$ cat src/clnwq_pkg.sv
// Package for the character-LCD nibble write queue.
// Holds the item types, register layout and command codes; no dependencies.
package clnwq_pkg;

  // One input item: a tick or an enqueue of a display write.
  typedef struct packed {
    logic       command;
    logic [7:0] byte_value;
    logic       is_data;
  } in_item_t;

  // One result item: pin levels and ring status.
  typedef struct packed {
    logic       reg_select;
    logic       enable_pin;
    logic [3:0] data_nibble;
    logic       dropped;
    logic [4:0] pending_count;
  } out_item_t;

  // One ring entry: the flag in the top bit, the byte below it.
  typedef struct packed {
    logic       is_data;
    logic [7:0] byte_value;
  } ring_entry_t;

  localparam int ENTRY_W = $bits(ring_entry_t);

  // An item after classification by the front part.
  typedef struct packed {
    logic        is_enqueue;
    ring_entry_t entry;
  } work_item_t;

  // Configuration register values.
  typedef struct packed {
    logic [3:0] pulse_wait_ticks;
    logic [3:0] slow_command_wait_ticks;
  } cfg_t;

  localparam logic       CMD_TICK    = 1'b0;
  localparam logic       CMD_ENQUEUE = 1'b1;

  localparam logic       REG_PULSE_WAIT = 1'b0;
  localparam logic       REG_SLOW_WAIT  = 1'b1;

  localparam logic [3:0] PULSE_WAIT_RESET = 4'd1;
  localparam logic [3:0] SLOW_WAIT_RESET  = 4'd2;

  localparam logic [7:0] LCD_CLEAR = 8'h01;
  localparam logic [7:0] LCD_HOME  = 8'h02;

endpackage

$ cat src/clnwq_ram.sv
// Generic single-write, single-read RAM with a registered read port.
// No dependencies.
module clnwq_ram #(
  parameter int WIDTH = 9,
  parameter int DEPTH = 32
) (
  input  logic                     clk,
  input  logic                     wr_en,
  input  logic [$clog2(DEPTH)-1:0] wr_addr,
  input  logic [WIDTH-1:0]         wr_data,
  input  logic [$clog2(DEPTH)-1:0] rd_addr,
  output logic [WIDTH-1:0]         rd_data
);

  logic [WIDTH-1:0] mem [DEPTH];

  always_ff @(posedge clk) begin
    if (wr_en) begin
      mem[wr_addr] <= wr_data;
    end
    rd_data <= mem[rd_addr];
  end

endmodule

$ cat src/clnwq_front.sv
// Front part: accepts input items, classifies them and holds them in a
// two-entry queue for the back part. Depends on clnwq_pkg.
module clnwq_front (
  input  logic                 clk,
  input  logic                 rst,
  input  logic                 item_valid,
  output logic                 item_ready,
  input  clnwq_pkg::in_item_t  item,
  output logic                 work_valid,
  input  logic                 work_ready,
  output clnwq_pkg::work_item_t work
);
  import clnwq_pkg::*;

  work_item_t slot [2];
  logic       wr_ptr;
  logic       rd_ptr;
  logic [1:0] count;
  logic       push;
  logic       pop;
  work_item_t classified;

  always_comb begin
    classified.is_enqueue       = (item.command == CMD_ENQUEUE);
    classified.entry.is_data    = item.is_data;
    classified.entry.byte_value = item.byte_value;
  end

  assign item_ready = (count != 2'd2);
  assign work_valid = (count != 2'd0);
  assign work       = slot[rd_ptr];
  assign push       = item_valid && item_ready;
  assign pop        = work_valid && work_ready;

  always_ff @(posedge clk) begin
    if (push) begin
      slot[wr_ptr] <= classified;
    end
    if (rst) begin
      wr_ptr <= 1'b0;
      rd_ptr <= 1'b0;
      count  <= 2'd0;
    end else begin
      if (push) wr_ptr <= ~wr_ptr;
      if (pop)  rd_ptr <= ~rd_ptr;
      if (push && !pop) begin
        count <= count + 2'd1;
      end else if (pop && !push) begin
        count <= count - 2'd1;
      end
    end
  end

endmodule

$ cat src/clnwq_back.sv
// Back part: runs the write ring and the nibble sequencer into a result
// register, one item per unstalled cycle. Depends on clnwq_pkg and clnwq_ram.
module clnwq_back #(
  parameter int RING_ENTRIES = 32
) (
  input  logic                  clk,
  input  logic                  rst,
  input  clnwq_pkg::cfg_t       cfg,
  input  logic                  work_valid,
  output logic                  work_ready,
  input  clnwq_pkg::work_item_t work,
  output logic                  result_valid,
  input  logic                  result_ready,
  output clnwq_pkg::out_item_t  result
);
  import clnwq_pkg::*;

  localparam int PW = $clog2(RING_ENTRIES);

  localparam logic [2:0] SEQ_IDLE     = 3'd0;
  localparam logic [2:0] SEQ_PUT_HI   = 3'd1;
  localparam logic [2:0] SEQ_PULSE_HI = 3'd2;
  localparam logic [2:0] SEQ_PUT_LO   = 3'd3;
  localparam logic [2:0] SEQ_PULSE_LO = 3'd4;

  function automatic logic [PW-1:0] ring_next(input logic [PW-1:0] i);
    ring_next = (i == PW'(RING_ENTRIES - 1)) ? '0 : i + PW'(1);
  endfunction

  logic [PW-1:0] ring_head, ring_head_next;
  logic [PW-1:0] ring_tail, ring_tail_next;
  logic [2:0]    seq_state, seq_state_next;
  logic [7:0]    current_byte, current_byte_next;
  logic          current_is_data, current_is_data_next;
  logic [3:0]    wait_count, wait_count_next;
  logic          rs_level, rs_level_next;
  logic          e_level, e_level_next;
  logic [3:0]    nibble_level, nibble_level_next;
  logic          dropped_next;
  logic [PW:0]   pending;

  logic          fire;
  logic          wr_en;
  logic [PW-1:0] rd_addr;
  logic [ENTRY_W-1:0] rd_data;
  logic          bypass_hit;
  ring_entry_t   bypass_data;
  ring_entry_t   tail_entry;
  logic [PW-1:0] head_plus;

  assign fire       = work_valid && (!result_valid || result_ready);
  assign work_ready = fire;

  // The entry at the tail is always read ahead, so a pop needs no wait.
  // A write to the address being read is forwarded around the RAM.
  assign tail_entry = bypass_hit ? bypass_data : ring_entry_t'(rd_data);
  assign rd_addr    = fire ? ring_tail_next : ring_tail;
  assign head_plus  = ring_next(ring_head);

  always_comb begin
    ring_head_next       = ring_head;
    ring_tail_next       = ring_tail;
    seq_state_next       = seq_state;
    current_byte_next    = current_byte;
    current_is_data_next = current_is_data;
    wait_count_next      = wait_count;
    rs_level_next        = rs_level;
    e_level_next         = e_level;
    nibble_level_next    = nibble_level;
    dropped_next         = 1'b0;
    wr_en                = 1'b0;
    if (work.is_enqueue) begin
      if (head_plus == ring_tail) begin
        dropped_next = 1'b1;
      end else begin
        wr_en          = fire;
        ring_head_next = head_plus;
      end
    end else if (wait_count != 4'd0) begin
      wait_count_next = wait_count - 4'd1;
    end else begin
      case (seq_state)
        SEQ_IDLE: begin
          if (ring_tail != ring_head) begin
            current_byte_next    = tail_entry.byte_value;
            current_is_data_next = tail_entry.is_data;
            ring_tail_next       = ring_next(ring_tail);
            rs_level_next        = tail_entry.is_data;
            seq_state_next       = SEQ_PUT_HI;
          end
        end
        SEQ_PUT_HI: begin
          nibble_level_next = current_byte[7:4];
          e_level_next      = 1'b1;
          wait_count_next   = cfg.pulse_wait_ticks;
          seq_state_next    = SEQ_PULSE_HI;
        end
        SEQ_PULSE_HI: begin
          e_level_next    = 1'b0;
          wait_count_next = cfg.pulse_wait_ticks;
          seq_state_next  = SEQ_PUT_LO;
        end
        SEQ_PUT_LO: begin
          nibble_level_next = current_byte[3:0];
          e_level_next      = 1'b1;
          wait_count_next   = cfg.pulse_wait_ticks;
          seq_state_next    = SEQ_PULSE_LO;
        end
        SEQ_PULSE_LO: begin
          e_level_next = 1'b0;
          // Clear and home need a longer settle time on the display.
          if (!current_is_data &&
              (current_byte == LCD_CLEAR || current_byte == LCD_HOME)) begin
            wait_count_next = cfg.slow_command_wait_ticks;
          end
          seq_state_next = SEQ_IDLE;
        end
        default: begin
          seq_state_next = SEQ_IDLE;
        end
      endcase
    end
  end

  always_comb begin
    if (ring_head_next >= ring_tail_next) begin
      pending = {1'b0, ring_head_next} - {1'b0, ring_tail_next};
    end else begin
      pending = {1'b0, ring_head_next} + (PW + 1)'(RING_ENTRIES) - {1'b0, ring_tail_next};
    end
  end

  clnwq_ram #(
    .WIDTH (ENTRY_W),
    .DEPTH (RING_ENTRIES)
  ) u_ring (
    .clk     (clk),
    .wr_en   (wr_en),
    .wr_addr (ring_head),
    .wr_data (work.entry),
    .rd_addr (rd_addr),
    .rd_data (rd_data)
  );

  always_ff @(posedge clk) begin
    bypass_hit  <= wr_en && (ring_head == rd_addr);
    bypass_data <= work.entry;
    if (fire) begin
      result.reg_select    <= rs_level_next;
      result.enable_pin    <= e_level_next;
      result.data_nibble   <= nibble_level_next;
      result.dropped       <= dropped_next;
      result.pending_count <= 5'(pending);
    end
    if (rst) begin
      ring_head       <= '0;
      ring_tail       <= '0;
      seq_state       <= SEQ_IDLE;
      current_byte    <= 8'd0;
      current_is_data <= 1'b0;
      wait_count      <= 4'd0;
      rs_level        <= 1'b0;
      e_level         <= 1'b0;
      nibble_level    <= 4'd0;
      result_valid    <= 1'b0;
    end else begin
      if (fire) begin
        ring_head       <= ring_head_next;
        ring_tail       <= ring_tail_next;
        seq_state       <= seq_state_next;
        current_byte    <= current_byte_next;
        current_is_data <= current_is_data_next;
        wait_count      <= wait_count_next;
        rs_level        <= rs_level_next;
        e_level         <= e_level_next;
        nibble_level    <= nibble_level_next;
        result_valid    <= 1'b1;
      end else if (result_ready) begin
        result_valid <= 1'b0;
      end
    end
  end

endmodule

$ cat src/char_lcd_nibble_write_queue_core.sv
// Top level of the character-LCD nibble write queue.
// Depends on clnwq_pkg, clnwq_front, clnwq_back and clnwq_ram.
//
// Each item on the input channel (item_valid/item_ready/item) is either a
// one-millisecond tick or an enqueue of a display write (a byte plus a
// command/data flag). Every item produces exactly one result item on the
// output channel (result_valid/result_ready/result) with the RS, E and
// D4..D7 pin levels, a dropped flag for an enqueue that found the ring full,
// and the number of writes waiting in the ring.
// The front part takes an item into a two-entry queue when it is offered;
// the back part then executes it from that queue into a result register,
// and result_valid stays high until the receiver takes the result. The
// sustained rate is one item per cycle while the receiver does not stall,
// set by the single ring and sequencer update the back part does each
// cycle. The ring is a RAM with a registered read; the entry at the tail
// is read ahead so a pop need not wait for the read.
// When the receiver stalls, the result register holds its item, the back
// part stops, and the front queue fills; item_ready falls once it is full.
// Synchronous reset empties the ring and the queue, returns the sequencer to
// idle with all pins low, and loads the wait registers with 1 and 2 ticks.
// The ring contents are not cleared; the pointers alone define what is valid.
// The APB port holds pulse_wait_ticks at address 0 and
// slow_command_wait_ticks at address 4; pready is always high.
module char_lcd_nibble_write_queue_core #(
  parameter int RING_ENTRIES = 32
) (
  input  logic                 clk,
  input  logic                 rst,
  input  logic                 item_valid,
  output logic                 item_ready,
  input  clnwq_pkg::in_item_t  item,
  output logic                 result_valid,
  input  logic                 result_ready,
  output clnwq_pkg::out_item_t result,
  input  logic                 psel,
  input  logic                 penable,
  input  logic                 pwrite,
  input  logic [2:0]           paddr,
  input  logic [31:0]          pwdata,
  output logic [31:0]          prdata,
  output logic                 pready
);
  import clnwq_pkg::*;

  cfg_t       cfg;
  logic       work_valid;
  logic       work_ready;
  work_item_t work;
  logic       cfg_write;

  // Configuration registers. Address bit 2 selects the register.
  assign pready    = 1'b1;
  assign cfg_write = psel && penable && pwrite;

  always_ff @(posedge clk) begin
    if (rst) begin
      cfg.pulse_wait_ticks        <= PULSE_WAIT_RESET;
      cfg.slow_command_wait_ticks <= SLOW_WAIT_RESET;
    end else if (cfg_write) begin
      if (paddr[2] == REG_PULSE_WAIT) begin
        cfg.pulse_wait_ticks <= pwdata[3:0];
      end else begin
        cfg.slow_command_wait_ticks <= pwdata[3:0];
      end
    end
  end

  always_comb begin
    case (paddr[2])
      REG_PULSE_WAIT: prdata = {28'd0, cfg.pulse_wait_ticks};
      REG_SLOW_WAIT:  prdata = {28'd0, cfg.slow_command_wait_ticks};
      default:        prdata = 32'd0;
    endcase
  end

  clnwq_front u_front (
    .clk        (clk),
    .rst        (rst),
    .item_valid (item_valid),
    .item_ready (item_ready),
    .item       (item),
    .work_valid (work_valid),
    .work_ready (work_ready),
    .work       (work)
  );

  clnwq_back #(
    .RING_ENTRIES (RING_ENTRIES)
  ) u_back (
    .clk          (clk),
    .rst          (rst),
    .cfg          (cfg),
    .work_valid   (work_valid),
    .work_ready   (work_ready),
    .work         (work),
    .result_valid (result_valid),
    .result_ready (result_ready),
    .result       (result)
  );

endmodule
$ cat config.mk
export PLATFORM = sky130hd
export DESIGN_NAME = char_lcd_nibble_write_queue_core
export DESIGN_NICKNAME = d
export VERILOG_FILES = /design/src/clnwq_pkg.sv /design/src/clnwq_ram.sv /design/src/clnwq_front.sv /design/src/clnwq_back.sv /design/src/char_lcd_nibble_write_queue_core.sv
export SDC_FILE = /design/constraint.sdc
export NUM_CORES = 1
export LEC_CHECK = 0
export BUFFER_PORTS_ARGS = -buffer_cell sky130_fd_sc_hd__buf_2
export CORE_ASPECT_RATIO = 0.7
export CORE_MARGIN = 2
export CORE_UTILIZATION = 61
export DETAILED_ROUTE_END_ITERATION = 6
export PLACE_DENSITY = 0.85
export RECOVER_POWER = 100
export SLEW_MARGIN = 5
export SYNTH_ARGS = -nofsm -noshare
export SYNTH_HDL_FRONTEND = slang
export SYNTH_SLANG_ARGS = --single-unit
$ cat constraint.sdc
create_clock -name clk -period 5.2 [get_ports clk]
set_input_delay 0 -clock clk [delete_from_list [all_inputs] [get_ports clk]]
set_output_delay 0 -clock clk [all_outputs]
set_load 0.05 [all_outputs]
==> results of run 1 <==
worst max-delay path by stage:
stage	startpoint	slack [ns]	to
global placement	u_back.ring_head[0]	0.72	u_back.u_ring.mem[14][2]
floorplan	u_back.ring_head[2]	1.07	u_back.result[4]
global route	flip-flop	0.09	u_back.u_ring.rd_data[8]
finish	flip-flop	0.25	u_back.u_ring.rd_data[8]
CTS	u_back.ring_head[0]	0.55	u_back.u_ring.mem[14][8]
detailed placement	u_back.ring_head[0]	0.57	u_back.u_ring.mem[14][1]
Yosys cell counts (all sizes together), types with 13 or more instances:
master | n | area share
a211oi | 23 | 0.011
mux2i | 109 | 0.068
nand3 | 19 | 0.0059
a22oi | 30 | 0.014
edfxtp | 320 | 0.59
dfxtp | 65 | 0.080
nor2 | 100 | 0.023
o21ai | 20 | 0.0062
a32oi | 18 | 0.0097
nand2 | 127 | 0.029
ha | 14 | 0.011
buf | 63 | 0.026
clkbuf | 34 | 0.0079
a221oi | 27 | 0.015
xnor2 | 13 | 0.0070
mux2 | 19 | 0.013
a21oi | 60 | 0.019
sequential cells by signal, indices dropped and copies added, names as in the netlist, named ones only:
| register | flops |
|---|---|
| u_back.rs_level | 1 |
| u_front.wr_ptr | 1 |
| u_back.wait_count | 4 |
| u_back.nibble_level | 4 |
| u_back.current_is_data | 1 |
| u_back.seq_state | 3 |
| u_front.count | 2 |
| u_back.ring_tail | 5 |
| u_back.result_valid | 1 |
| u_front.rd_ptr | 1 |
| u_back.u_ring.mem | 288 |
| u_back.ring_head | 5 |
| u_back.current_byte | 8 |
| u_back.bypass_data | 9 |
| u_back.bypass_hit | 1 |
| cfg | 8 |
| u_back.e_level | 1 |
| u_back.result | 12 |
| u_front.slot | 20 |
| u_back.u_ring.rd_data | 9 |
worst max-delay path, stage by stage (launching register included):
cell and delay [ns]:
dfxtp_1 0.60, mux2_1 0.51, or3_1 0.52, a211o_1 0.57
a21oi_4 0.98, clkbuf_2 0.46, mux2i_1 0.23, a221oi_1 0.12
a211oi_1 0.55, o211ai_1 0.23
per-layer routing:
| layer | GRT usage | vias up |
|---|---|---|
| met2 | 0.4459 | 667 |
| li1 | - | 4573 |
| met1 | 0.4014 | 5084 |
| met5 | 0 | - |
| met4 | 0.09544 | 0 |
| met3 | 0.08115 | 97 |
cells by family after synthesis:
kind of cell	count (synthesis)
AO/OA/AOI/OAI	220
other	2
AND/OR/NAND/NOR	307
buffers and inverters	109
multiplexers	128
flip-flops	385
adder cells (fa/ha/maj)	15
XOR/XNOR	24
metrics by stage:
stage / worst slack, ns / utilization / std cells
after floorplan: 1.069 / - / 1217
after global placement: 0.7185 / 0.6490 / 1563
after detailed placement: 0.5669 / 0.6490 / 1563
after CTS: 0.5488 / 0.7021 / 1644
after global routing: 0.09325 / 0.6943 / 1644
final: 0.2537 / 0.6943 / 1644
power breakdown:
group | switching [mW] | total (mW) | internal, mW
Combinational | 1.34 | 1.84 | 0.492
Clock | 1.14 | 2.66 | 1.52
Sequential | 0.135 | 3.97 | 3.84
Total | 2.62 | 8.47 | 5.85
layout make-up:
class,count,area (µm²)
Fill cell,1707,7910
Timing Repair Buffer,103,600.6
Clock buffer,44,1026
Multi-Input combinational cell,723,4757
Tap cell,357,446.7
Sequential cell,385,10910
Clock inverter,20,176.4
Inverter,12,45.04
==> impl_metrics.csv, run 1 <==
group,metric,value,unit
pwr,irDropWorstVdd,0.3207,mV
synthesis,synthAdderAreaFrac,0.01207,
floorplanning,die_area,27850,µm²
cells_and_area,final_area,17960,µm²
cells_and_area,final_nets,1327,
route,drc,0,
synthesis,synth-simple-area-share,0.08355,
place,place_area,16790,µm²
timing,final_max_slew_viol_count,0,
synthesis,synth.avg_cell_area,13.59,µm²
route,wl_met2,18200,µm
floorplanning,die_w,198.6,µm
route,highest_layer,"met4",
cts,htreeDepth,2,
setup_path,reg2reg_slack,0.25,ns
timing,hold_violations,0,
synthesis,yosys.cell_types.count,66,
floorplanning,row_count,49,
timing,post-route-period-util,0.9512,
global_route,grt_pass1_wl,59570,µm
floorplanning,pin_count,99,
synthesis,synth_compound_area_frac,0.09871,
cts,hold_buffers,17,
setup_path,path_max_fanout,29,
floorplanning,start_util,0.6252,
synthesis,async_reset_ff_frac,0,
timing,setup_tns,0,ns
timing,skew,0.02317,ns
synthesis,ys_ff_latch,385,
synthesis,synth-xor-area-share,0.01300,
cells_and_area,syn_to_final_growth,11.05,%
cells_and_area,layout_common_cells,"320 x edfxtp_1, 127 x nand2_1, 107 x mux2i_1",
cells_and_area,n_antenna_cell,0,
run,drv_cap,0,
setup_path,cp-end-kind,"flip-flop",
pwr,leakage,6.155,nW
setup_path,reg2regPathDepth,9,
route,vias,10420,
cts,cts_made_buffers,35,
timing,fmax,0.2022,GHz
cts,post-cts-setup-buffer-count,0,
setup_path,cp-start-kind,"flip-flop",
synthesis,synth_top_flop_cell,"edfxtp_1",
pwr,power,8.467,mW
synthesis,synth_edf_count,320,
status,status,"complete, no violations",
worst_hold_path,hold_end,"cfg[1]",
timing,relSlewSlack,0.02075,
pwr,cellPowerDensity,471.4,nW/µm²
place,place.gp.congestion,0.9295,
synthesis,syn_area,16170,µm²
cells_and_area,final_common_cell,"edfxtp_1",
synthesis,synthCells,1190,
floorplanning,die_h,140.2,µm
global_route,grt_max_degree,67,
cells_and_area,drive_gt1_frac,0.07925,
worst_hold_path,hp-class,"input port to flip-flop",
cts,cts_tree,"done",
route,drt_iter0_markers,1394,
global_route,grt_pass1_vias,10240,
setup_path,required,5.58,ns
timing,worstMarginPinSlew,1.469,ns
place,dp_hpwl,24480,µm
timing,period_minus_slack,4.946,ns
global_route,antenna_found_initial,0,
global_route,grt_use_total,0.2893,
route,first_pass_iters,7,
floorplanning,core,25870,µm²
setup_path,r2r-end,"u_back.u_ring.rd_data[8]",
global_route,overflow,0,
synthesis,synth_top_family_by_area,"compound AO/OA/AOI/OAI gates",
route,wl_per_cell,24.04,µm
timing,setup_viol,0,
cts,clk_pin_slew,0.07,ns
setup_path,path_class,"flip-flop to flip-flop",
synthesis,synthMuxAreaShare,0.08115,
route,postRouteAntennaNets,0,
cts,clock-sinks,385,
place,io_buffers,39,
worst_hold_path,whs_path_depth,3,
synthesis,ys_seq_area_frac,0.6746,
cts,cts.path.max_buffers,3,
cts,cts_root_buffer,"clkbuf_16",
timing,hold_ws,0.03260,ns
route,met1_length,15260,µm
route,viasPerCell,6.339,
setup_path,arrival,5.32,ns
cts,cts_resized,0,
synthesis,ys_warn_count,0,
timing,rsz0062_at_grt,"false",
route,dr_wl_met3,4956,µm
worst_hold_path,hp-start,"penable",
cts,insertion_delay,0.54,ns
route,drt_wl_total,39520,µm
Power figures use the tool's default switching activity.
==> inputs of run 2 (changes only) <==
--- a/config.mk
+++ b/config.mk
@@ -10,6 +10,7 @@
 export CORE_MARGIN = 2
 export CORE_UTILIZATION = 61
 export DETAILED_ROUTE_END_ITERATION = 6
+export HOLD_SLACK_MARGIN = 0.1
 export PLACE_DENSITY = 0.85
 export RECOVER_POWER = 100
 export SLEW_MARGIN = 5
==> impl_metrics.csv, run 2 (synthesized netlist as in run 1, its figures left out) <==
group,metric,value,unit
status,status,"finished with violations",
status,violations,"max-capacitance violations, max-slew violations",
setup_path,crit_family,"multiplexers",
setup_path,reg2reg_slack,0.30,ns
cells_and_area,final_nets,1341,
timing,final_max_slew_viol_count,47,
timing,setup_viol,0,
setup_path,r2r_start,"u_back.ring_head[0]",
global_route,grt_pass1_wl,60530,µm
global_route,grt_use_total,0.2939,
cells_and_area,drive_gt1_frac,0.07763,
cts,cts_tree,"done",
setup_path,path_class,"flip-flop to flip-flop",
cells_and_area,fillers,1671,
setup_path,r2r-end,"u_back.u_ring.rd_data[6]",
timing,setup_slack,0.3039,ns
place,io_buffers,39,
cts,clock-sinks,385,
setup_path,critPathBufInv,1,
cts,clk_pin_slew,0.07,ns
floorplanning,die_h,140.2,µm
floorplanning,start_util,0.6252,
timing,relSlewSlack,-0.5093,
cts,insertion_delay,0.54,ns
setup_path,arrival,5.33,ns
cts,post-cts-setup-buffer-count,0,
cells_and_area,largestRegisters,"u_back.u_ring.mem (288), u_front.slot (20), u_back.result (12)",
timing,post-route-period-util,0.9416,
cells_and_area,syn_to_final_growth,11.89,%
route,wl_per_cell,24.23,µm
route,first_pass_iters,6,
floorplanning,row_count,49,
setup_path,cp-start-kind,"flip-flop",
route,viasPerCell,6.355,
worst_hold_path,hp-start,"item[9]",
place,dp_hpwl,24480,µm
cells_and_area,final_cell_count_no_fill,1658,
place,dp_cells,1563,
setup_path,cp-end-kind,"flip-flop",
place,pre_cts_ws,0.5669,ns
route,drt_iter0_markers,1443,
cts,cts.path.max_buffers,3,
global_route,antenna_found_initial,0,
timing,rsz0062_at_grt,"false",
place,place.gp.congestion,0.9295,
timing,fmax,0.2042,GHz
cells_and_area,largest_reg_flops,288,
cells_and_area,regMostFlops,"u_back.u_ring.mem",
setup_path,slowest_stage,"mux2i_1",
floorplanning,core,25870,µm²
pwr,leakage,6.229,nW
setup_path,path_max_fanout,23,
pwr,irDropWorstVdd,0.3202,mV
cells_and_area,final_common_cell,"edfxtp_1",
cts,cts_made_buffers,35,
floorplanning,die_area,27850,µm²
cells_and_area,fin_util,0.6995,
setup_path,slowest_delay,1.26,ns
floorplanning,pin_count,99,
route,drt_wl_total,40180,µm
worst_hold_path,hold_end,"u_front.slot[0][9]",
global_route,grt_pass1_vias,10400,
timing,setup_tns,0,ns
run,drv_cap,2,
cts,htreeDepth,2,
worst_hold_path,hp-class,"input port to flip-flop",
cells_and_area,multiInputGateArea,4745,µm²
timing,period_minus_slack,4.896,ns
global_route,grt_max_degree,67,
timing,hold_violations,0,
cts,cts_root_buffer,"clkbuf_16",
setup_path,required,5.63,ns
setup_path,reg2regPathDepth,9,
timing,skew,0.02466,ns
timing,worstMarginPinSlew,2.264,ns
route,vias,10540,
route,postRouteAntennaNets,0,
setup_path,path_cells,"xor2_1, nor3_1, a211o_1, mux2i_1, buf_4, nand2_1, a32oi_1, nand3_1, o211ai_1",
worst_hold_path,whs_path_depth,2,
cells_and_area,layout_common_cells,"320 x edfxtp_1, 127 x nand2_1, 108 x mux2i_1",
global_route,overflow,0,
cells_and_area,seqCellArea,10910,µm²
floorplanning,die_w,198.6,µm
cells_and_area,n_antenna_cell,0,
pwr,cellPowerDensity,468.4,nW/µm²
route,drc,0,
run 2: cell count changes in the layout (fill, tap and decap cells not counted), sizes merged:
cell,before,now
dlygate4sd3,17,31
clkbuf,106,103
buf,24,27
run 2: how the worst max path moves through the flow:
stage / from / cells after the start / to / slack (ns)
3_5_place_dp: u_back.ring_head[0] / 11 / u_back.u_ring.mem[14][1] / 0.57
6_report: u_back.ring_head[0] / 9 / u_back.u_ring.rd_data[6] / 0.30
3_3_place_gp: u_back.ring_head[0] / 11 / u_back.u_ring.mem[14][2] / 0.72
5_1_grt: u_back.ring_tail[2] / 9 / u_back.u_ring.rd_data[5] / 0.09
4_1_cts: u_back.ring_head[0] / 11 / u_back.u_ring.mem[14][8] / 0.55
2_1_floorplan: u_back.ring_head[2] / 18 / u_back.result[4] / 1.07
run 2: final cells by class:
class	count	share of cell area
Clock inverter	20	0.009748
Tap cell	357	0.02468
Inverter	12	0.002489
Timing Repair Buffer	117	0.04134
Multi-Input combinational cell	723	0.2622
Clock buffer	44	0.05669
Sequential cell	385	0.6029
run 2: metrics by stage:
step | hold slack [ns] | total power [mW] | cell area [µm²]
5_1_grt | 0.2224 | 8.744 | 18100
6_report | 0.2155 | 8.477 | 18100
3_3_place_gp | 0.1929 | 5.777 | 16790
3_5_place_dp | 0.1943 | 5.860 | 16790
4_1_cts | 0.1831 | 8.513 | 18300
2_1_floorplan | 0.09887 | 5.254 | 16280
run 2: layer usage:
layer,GRT usage,part of all wire,vias to the layer above
met4,0.09309,0.027,0
met5,0,0,-
met2,0.4571,0.46,669
li1,-,-,4596
met3,0.08115,0.13,101
met1,0.4064,0.38,5170
run 2: timing repair:
action | 4_1_cts | 5_1_grt
hold endpoints to repair | 47 | 0
resized for setup | 0 | 0
hold buffers | 31 | 0
run 2: report_power, final:
group	total [mW]	switching [mW]	internal, mW
registers	3.97	0.137	3.84
logic	1.84	1.35	0.498
clock network	2.66	1.14	1.52
